File: src/rtl/core/ptm_pkg.sv
// ----------------------------------------------------------------------------
// ptm_pkg
// Shared constants, codes and controller/datapath interface types for the
// four-level page table mapper.
// ----------------------------------------------------------------------------
package ptm_pkg;

   // Table memory geometry.
   localparam int TABLE_PAGES      = 64;
   localparam int ENTRIES_PER_PAGE = 512;
   localparam int INDEX_BITS       = $clog2(ENTRIES_PER_PAGE);
   localparam int PAGE_BITS        = $clog2(TABLE_PAGES);
   localparam int PAGE_CNT_BITS    = $clog2(TABLE_PAGES + 1);
   localparam int WORD_ADDR_BITS   = PAGE_BITS + INDEX_BITS;
   localparam int TABLE_WORDS      = TABLE_PAGES * ENTRIES_PER_PAGE;

   // Field widths fixed by the interface.
   localparam int VA_BITS      = 48;
   localparam int PA_BITS      = 52;
   localparam int FLAG_BITS    = 12;
   localparam int RPAGE_BITS   = 6;
   localparam int WORD_BITS    = 64;
   localparam int USED_BITS    = 7;
   localparam int FRAME_BITS   = 36;   // address bits 47:12
   localparam int LEVEL_BITS   = 2;

   localparam logic [LEVEL_BITS-1:0] LAST_UPPER_LEVEL = 2'd2;
   localparam logic [FLAG_BITS-1:0]  LINK_FLAGS       = 12'h003;

   // Operation codes on req_func.
   typedef enum logic {
      FUNC_MAP  = 1'b0,
      FUNC_READ = 1'b1
   } func_type;

   typedef enum logic [1:0] {
      STAT_OK          = 2'd0,
      STAT_NO_PAGES    = 2'd1,
      STAT_UNALLOCATED = 2'd2
   } status_type;

   typedef enum logic [1:0] {
      VAL_ZERO = 2'd0,
      VAL_LEAF = 2'd1,
      VAL_WORD = 2'd2
   } val_sel_type;

   typedef enum logic [3:0] {
      ST_CLEAR_ROOT,
      ST_IDLE,
      ST_READ_CHECK,
      ST_READ_DATA,
      ST_WALK_READ,
      ST_WALK_CALC,
      ST_WALK_DECIDE,
      ST_CLEAR_PAGE,
      ST_LEAF,
      ST_RESPOND
   } fsm_state_type;

   typedef struct packed {
      logic                  capture;
      logic                  clr_step;
      logic                  rd_upper;
      logic                  rd_word;
      logic                  calc;
      logic                  link_write;
      logic                  descend;
      logic                  leaf_write;
      logic                  set_result;
      status_type            res_status;
      val_sel_type           res_sel;
      logic                  respond;
      logic [LEVEL_BITS-1:0] level;
   } cmd_type;

   typedef struct packed {
      logic read_oob;
      logic entry_present;
      logic pages_full;
      logic link_stale;
      logic clr_last;
      logic out_free;
   } sts_type;

endpackage

File: src/rtl/core/ptm_controller.sv
// ----------------------------------------------------------------------------
// ptm_controller
// Sequencer for root clearing, table walks, page allocation and reads.
// ----------------------------------------------------------------------------
module ptm_controller (
   input  logic             clock,
   input  logic             reset,
   input  logic             req_valid,
   input  logic             req_func,
   output logic             req_stall,
   input  ptm_pkg::sts_type sts,
   output ptm_pkg::cmd_type cmd
);

   ptm_pkg::fsm_state_type          state_ff;
   ptm_pkg::fsm_state_type          state_in;
   logic [ptm_pkg::LEVEL_BITS-1:0]  level_ff;
   logic [ptm_pkg::LEVEL_BITS-1:0]  level_in;

   always_ff @(posedge clock) begin
      if (reset) begin
         state_ff <= ptm_pkg::ST_CLEAR_ROOT;
         level_ff <= '0;
      end else begin
         state_ff <= state_in;
         level_ff <= level_in;
      end
   end

   always_comb begin
      state_in       = state_ff;
      level_in       = level_ff;
      cmd            = '0;
      cmd.res_status = ptm_pkg::STAT_OK;
      cmd.res_sel    = ptm_pkg::VAL_ZERO;
      cmd.level      = level_ff;
      req_stall      = 1'b1;
      unique case (state_ff)
         ptm_pkg::ST_CLEAR_ROOT: begin
            cmd.clr_step = 1'b1;
            if (sts.clr_last) begin
               state_in = ptm_pkg::ST_IDLE;
            end
         end
         ptm_pkg::ST_IDLE: begin
            req_stall = 1'b0;
            if (req_valid) begin
               cmd.capture = 1'b1;
               level_in    = '0;
               state_in    = (req_func == ptm_pkg::FUNC_READ) ? ptm_pkg::ST_READ_CHECK
                                                              : ptm_pkg::ST_WALK_READ;
            end
         end
         ptm_pkg::ST_READ_CHECK: begin
            if (sts.read_oob) begin
               cmd.set_result = 1'b1;
               cmd.res_status = ptm_pkg::STAT_UNALLOCATED;
               state_in       = ptm_pkg::ST_RESPOND;
            end else begin
               cmd.rd_word = 1'b1;
               state_in    = ptm_pkg::ST_READ_DATA;
            end
         end
         ptm_pkg::ST_READ_DATA: begin
            cmd.set_result = 1'b1;
            cmd.res_sel    = ptm_pkg::VAL_WORD;
            state_in       = ptm_pkg::ST_RESPOND;
         end
         ptm_pkg::ST_WALK_READ: begin
            cmd.rd_upper = 1'b1;
            state_in     = ptm_pkg::ST_WALK_CALC;
         end
         ptm_pkg::ST_WALK_CALC: begin
            cmd.calc = 1'b1;
            state_in = ptm_pkg::ST_WALK_DECIDE;
         end
         ptm_pkg::ST_WALK_DECIDE: begin
            if (sts.entry_present) begin
               if (sts.link_stale) begin
                  cmd.set_result = 1'b1;
                  cmd.res_status = ptm_pkg::STAT_UNALLOCATED;
                  state_in       = ptm_pkg::ST_RESPOND;
               end else begin
                  cmd.descend = 1'b1;
                  if (level_ff == ptm_pkg::LAST_UPPER_LEVEL) begin
                     state_in = ptm_pkg::ST_LEAF;
                  end else begin
                     level_in = level_ff + ptm_pkg::LEVEL_BITS'(1);
                     state_in = ptm_pkg::ST_WALK_READ;
                  end
               end
            end else if (sts.pages_full) begin
               cmd.set_result = 1'b1;
               cmd.res_status = ptm_pkg::STAT_NO_PAGES;
               state_in       = ptm_pkg::ST_RESPOND;
            end else begin
               cmd.link_write = 1'b1;
               state_in       = ptm_pkg::ST_CLEAR_PAGE;
            end
         end
         ptm_pkg::ST_CLEAR_PAGE: begin
            cmd.clr_step = 1'b1;
            if (sts.clr_last) begin
               if (level_ff == ptm_pkg::LAST_UPPER_LEVEL) begin
                  state_in = ptm_pkg::ST_LEAF;
               end else begin
                  level_in = level_ff + ptm_pkg::LEVEL_BITS'(1);
                  state_in = ptm_pkg::ST_WALK_READ;
               end
            end
         end
         ptm_pkg::ST_LEAF: begin
            cmd.leaf_write = 1'b1;
            cmd.set_result = 1'b1;
            cmd.res_sel    = ptm_pkg::VAL_LEAF;
            state_in       = ptm_pkg::ST_RESPOND;
         end
         ptm_pkg::ST_RESPOND: begin
            if (sts.out_free) begin
               cmd.respond = 1'b1;
               state_in    = ptm_pkg::ST_IDLE;
            end
         end
         default: begin
            state_in = ptm_pkg::ST_IDLE;
         end
      endcase
   end

   a_one_writer: assert property (@(posedge clock) disable iff (reset)
      $onehot0({cmd.clr_step, cmd.link_write, cmd.leaf_write}))
      else $error("two sources drive the table write port");

   a_level_range: assert property (@(posedge clock) disable iff (reset)
      level_ff <= ptm_pkg::LAST_UPPER_LEVEL)
      else $error("walk level beyond the last upper level");

   a_capture_on_accept: assert property (@(posedge clock) disable iff (reset)
      cmd.capture |-> (req_valid && !req_stall))
      else $error("request captured without a handshake");

endmodule

File: config.mk
export PLATFORM = sky130hd
export DESIGN_NAME = ptm_controller
export DESIGN_NICKNAME = d
export VERILOG_FILES = /design/src/rtl/core/ptm_pkg.sv /design/src/rtl/core/ptm_controller.sv
export SDC_FILE = /design/constraint.sdc
export NUM_CORES = 1
export LEC_CHECK = 0
export BUFFER_PORTS_ARGS = -buffer_cell sky130_fd_sc_hd__buf_2
export CORE_MARGIN = 1.5
export CORE_UTILIZATION = 42
export CTS_CLUSTER_DIAMETER = 30
export DETAILED_ROUTE_END_ITERATION = 6
export PLACE_DENSITY = 0.8
export SLEW_MARGIN = 20
export SYNTH_ARGS = -nofsm -noshare
export SYNTH_HDL_FRONTEND = slang
export SYNTH_SLANG_ARGS = --single-unit
File: constraint.sdc
create_clock -name clock -period 1.4 [get_ports clock]
set_input_delay 0.21 -clock clock [delete_from_list [all_inputs] [get_ports clock]]
set_output_delay 0.21 -clock clock [all_outputs]
set_load 0.02 [all_outputs]
## After elaboration in Yosys (flattened, before gate mapping)

Cells that the tools add are included.

- Register bits after elaboration: 6
- Bits in latches: 0
- Memory bits (writable): 0
- Bits in read-only memories: 0
- Bits of input ports: 10
- Output and inout port bits: 17
- Logic and storage cells: 65
- Memories kept: 0

- Add/sub/neg operators: 1
- Multiply operators: 0
- Divide/modulo/power cells: 0
- $lt $le $gt $ge: 0
- Eq/ne operators: 16
- Shift operators: 0
- Multiplexer cells: 40
- Bitwise logic cells: 0
- Reductions and logical operators: 6

Operators by type and width:

| kind | count |
|---|---|
| 2-to-1 mux 4 bit | 9 |
| one-hot mux 4 bit (9 select lines) | 1 |
| equality test 4 x 3 -> 1 bit, second input constant | 4 |
| 2-to-1 mux 1 bit | 15 |
| 2-to-1 mux 3 bit | 5 |
| 2-to-1 mux 2 bit | 6 |
| != test 2 bit, second input constant | 6 |
| equality test 4 x 2 -> 1 bit, second input constant | 2 |
| equality test 4 bit, second input constant | 2 |
| one-hot mux 2 bit (2 select lines) | 2 |
| one-hot mux 2 bit (3 select lines) | 1 |
| AND reduction 5 bit | 1 |
| equality test 4 x 1 -> 1 bit, second input constant | 1 |
| logical NOT 4 bit | 1 |
| AND reduction 4 bit | 1 |
| OR reduction 2 bit | 2 |
| one-hot mux 1 bit (3 select lines) | 1 |
| nonzero test 3 bit | 1 |
| adder 2 x 1 -> 2 bit, second input constant | 1 |
| equality test 2 bit, second input constant | 1 |

## Logic depth before layout (Yosys ltp)

- Depth after elaboration: 5
- Mapped depth: 7
- Gate-level depth less buffers: 7

## Worst setup path after synthesis

Ideal clock, no wire load.

- Kind: register to register
- Start point: register level_ff[0] (netlist name)
- End point: register level_ff[0] (netlist name)
- Setup time: 0.070 ns
- Arrival: 1.533 ns
- Required time: 1.330 ns
- Path slack: -0.203 ns
- Stages on the path, launching flop included: 8
- Path buffers: 0
- Period minus slack after synthesis: 1.603 ns
- Cell sequence: dfxtp_1 inv_1 ha_1 nor2b_1 a32o_2 o211ai_2 or3_1 a21oi_1

- Word-level cells in the longest chain between the ends: 5
- Elaborated cells on any way between the ends: 7
- Those cells by class: add/sub (1); eq/ne (1); mux (5)

RTL lines:

| item | line | RTL |
|---|---|---|
| start, declared | ptm_controller.sv:17 | `logic [ptm_pkg::LEVEL_BITS-1:0] level_ff;` |
| start signal, assigned | ptm_controller.sv:26 | `level_ff <= level_in;` |
| adder 2 x 1 -> 2 bit / equality test 2 bit (equally long branches) | -- |  |
| 2-to-1 mux 2 bit (*) | ptm_controller.sv:85, ptm_controller.sv:104 |  |
| 2-to-1 mux 2 bit | ptm_controller.sv:79 | `if (sts.link_stale) begin` |
| 2-to-1 mux 2 bit | ptm_controller.sv:78 | `if (sts.entry_present) begin` |
| one-hot mux 2 bit (3 select lines) (*) | ptm_controller.sv:38 | `unique case (state_ff)` |

Mark *: on every way between the ends. The rest lies on a longest branch, timed or not. The select of a mux whose other input is x is not followed.
A chain may end at the register's enable or synchronous reset.

==> impl_summary.log <==
INFO  metric final.setup.worst_slack = -181 ps
INFO  metric clkSlewWorstSetupHoldPaths = 40 ps
INFO  metric ys_warn_count = 0
INFO  metric synth_area_per_cell = about 7 um^2
INFO  metric hold_class = in2reg
INFO  metric detail_route.wirelength = between 2000 and 3000 um
INFO  metric post_synth_edffs = 0
INFO  metric drt_pre_antenna_iters = 6
INFO  metric power.ir.vdd_worst = around 0.53 mV
INFO  metric global_route.usage.met3 = 5.17%
INFO  metric cts_inserted_buffers = 3
INFO  metric grt_pass1_vias = around 900
INFO  metric global_route.usage.met2 = around 50%
INFO  metric run_status = finished, violations left
INFO  metric grt_first_pass_wirelength = 3840 um
INFO  metric global_route.usage.met1 = 30.9%
INFO  metric clkSinkCount = 6
INFO  metric finalWorstPathRequiredPeriod = between 1500 and 2000 ps
INFO  metric initialDrtViolationCount = 14
INFO  metric cp-end-kind = output port
INFO  metric totalPowerFinal = 582 uW
INFO  metric reg2reg_depth = 7
INFO  metric dp.final_hpwl = 1550 um
INFO  metric fp.dieArea = roughly 0.0018 mm^2
INFO  metric violated_checks = negative setup slack
INFO  metric clk_path_buf_depth = 2
INFO  metric regToRegEndpoint = level_ff[0]$_SDFFE_PP0P_
INFO  metric p_leak = about 0.00062 uW
INFO  metric hold_violations = 0
INFO  metric htree_levels = 1
INFO  metric number_of_failing_setup_endpoints_in_the_final_timing_report = 19
INFO  metric globalRouteTotalUtil = about 28%
INFO  metric cp.arrival = 1370 ps
INFO  metric rrSetupSlack = -100 ps
INFO  metric grt_antenna_before_repair = 0
INFO  metric gr-total-overflow = 0
INFO  metric netlist_instances = 93
INFO  metric worstHoldStart = reset
INFO  metric synth_nets = between 100 and 150
INFO  metric drc = 0
INFO  metric slew_viol_final = 0
INFO  metric synthDistinctLibCells = 40
INFO  metric ys_ff_latch = 6
INFO  metric dp_worst_setup_slack = -169 ps
INFO  metric crit-reg2reg-launch = state_ff[1]$_SDFFE_PP0P_
INFO  metric buffers_on_ports = 26
INFO  metric power-per-cell-area = 481 mW/mm^2
INFO  metric min_delay_path_depth = 2
INFO  metric ys.flop_type = dfxtp_1
INFO  metric final_area = 0.00121 mm^2
INFO  metric num_io_pins = 27
INFO  metric layout-drive-gt1-share = between 60% and 70%
INFO  metric place_congestion = 0.914
INFO  metric maximum_number_of_pins_on_one_net_before_global_route_repair = 18
INFO  metric final.setup_skew = 0.637 ps
INFO  metric routed_wire_length_per_instance = 15.7 um
INFO  metric hold_path_end = state_ff[3]$_SDFFE_PP0P_
INFO  metric rsz0062_at_grt = true
INFO  metric core_area = about 0.0015 mm^2
INFO  metric layout_worst_path_cycle_share = 113%
INFO  metric asyncSetResetFlopFracSynth = 0%
INFO  metric fp.dieW = 42.4 um
INFO  metric num_antenna_cells = 0
INFO  metric dr_total_vias = 930
INFO  metric fin_nets = 160
INFO  metric highest_utilization_routing_layer_at_the_global_route_stage = met2
INFO  metric tritoncts = built
INFO  metric synth.yosys.seq_area_share = 18.5%
INFO  metric worst_skew_pair.late_latency = 240 ps
INFO  metric transition_time_at_the_pin_with_the_least_slew_margin = between 200 and 300 ps
INFO  metric critical_path_class = reg2out
INFO  metric drt.antenna.violating_nets = 0
INFO  metric worst_slew_margin_rel = 80.2%
INFO  metric max-cap-violations = 0
INFO  metric post_synth_instance_area = approximately 650 um^2
INFO  metric filler_cell_count = 95
INFO  metric max_freq = ~630 MHz
INFO  metric syn_to_final_growth = 86.0%
INFO  metric vias_per_cell = approximately 5.7
INFO  metric die_height = 42.4 um
INFO  metric place_area = 952 um^2
INFO  metric ctsRootBufferMaster = clkbuf_4
INFO  metric cp_max_fo = 7
INFO  metric worst-endpoint-required = 1190 ps
INFO  metric fp-row-count = 14
INFO  metric initial_core_util = 44.2%
INFO  metric worstSetupStartpointType = flip-flop
## where the power goes
part / switching, uW / total (uW) / internal, uW
clock: 58.7 / 155 / 96.7
sequential: 21.0 / 194 / 173
combinational: 115 / 233 / 118
total: 195 / 582 / 387
## how the worst max path moves through the flow
stage                                   from  slack [ps]  cells past startpoint                        to
floorplan           level_ff[0]$_SDFFE_PP0P_        -120                      7  level_ff[0]$_SDFFE_PP0P_
global placement    state_ff[0]$_SDFFE_PP0P_        -100                      4  state_ff[2]$_SDFFE_PP0P_
detailed placement  state_ff[2]$_SDFFE_PP0P_        -170                      6  state_ff[2]$_SDFFE_PP0P_
CTS                 state_ff[1]$_SDFFE_PP0P_        -180                      4                   cmd[14]
global route        state_ff[1]$_SDFFE_PP0P_        -230                      4                   cmd[14]
finish              state_ff[1]$_SDFFE_PP0P_        -180                      4                   cmd[14]
## sequential cells by signal (all words and copies together), names as in the netlist
register	flops
level_ff	2
state_ff	4
## what timing repair did
| item | CTS | global route |
|---|---|---|
| pin swaps | 5 | 5 |
| setup endpoints to repair | 21 | 21 |
| resized for setup | 31 | 23 |
| hold endpoints to repair | 0 | 0 |
| hold buffers | 0 | 0 |
| setup buffers | 8 | 2 |
## worst max-delay path, cell delays in order, from the launching register on
cell	delay, ps
dfxtp_4	380
buf_6	140
or3_4	370
a21oi_4	120
buf_6	120
## placed cells by master, fill, tap and decap left out, types with 2 or more instances in the layout
cell and instances:
nand2_1 6, nand2b_1 2, a21oi_2 3, nand2_2 2, dfxtp_4 4, o21ai_2 2, a21oi_1 2, nor2b_4 2
clkbuf_4 3, nor3_1 2, a31oi_1 3, mux2i_1 2, inv_1 3, buf_4 36, buf_6 7, nor2_1 10
buf_2 15, and3_1 5, and2b_2 2, o22ai_1 2, o21ai_1 3, inv_2 2
## cells in the mapped netlist, types with 2 or more instances
master    number  share of area (%)
nor2b_1        2                1.9
o21bai_1       2                2.3
nor2_1        11                6.3
nor3_1         4                3.1
nand2_1        8                4.6
nor3b_1        2                2.3
buf_4          2                2.3
or3_1          2                1.9
o21ai_0        4                3.1
inv_1          4                2.3
a21oi_1        6                4.6
and2b_1        2                2.3
dfxtp_1        6                 18
nand2b_1       2                1.9
buf_2          3                2.3
o22ai_1        2                1.9
mux2i_1        2                3.1
and3_1         5                4.8
a31oi_1        3                2.9
## layer usage
| metal | vias to the layer above | wire length [um] |
|---|---|---|
| li1 | 448 | - |
| met1 | 431 | 979 |
| met2 | 43 | 1380 |
| met3 | 8 | 133 |
| met4 | 0 | 61 |
| met5 | - | 0 |
## cells by family (layout without fill, tap and decap cells)
group	Yosys count	after routing	share of synthesized area, %
flip-flops	6	6	18.5
buffers and inverters	12	66	9.80
adder cells (fa/ha/maj)	1	1	1.92
multiplexers	2	2	3.08
AO/OA/AOI/OAI	27	27	28.7
AND/OR/NAND/NOR	45	45	38.1
## final cells by class
type / count / area [um^2] / share of cell area (%)
clock buffer: 3 / 22.5 / 1.86
inverter: 5 / 18.8 / 1.55
multi-input combinational: 75 / 588 / 48.6
sequential: 6 / 136 / 11.3
tap: 16 / 20.0 / 1.65
timing repair buffer: 58 / 424 / 35.1
## metrics by stage
step / hold slack, ps / TNS [ps] / utilization [%] / cells
after floorplan: 272 / -180 / - / 93
after global placement: 441 / -644 / 64.7 / 150
after detailed placement: 461 / -1230 / 64.7 / 150
after CTS: 205 / -1540 / 76.4 / 161
after global routing: 221 / -2990 / 82.2 / 163
final: 215 / -2060 / 82.2 / 163
Note: power is estimated with default switching activity, not from simulation.
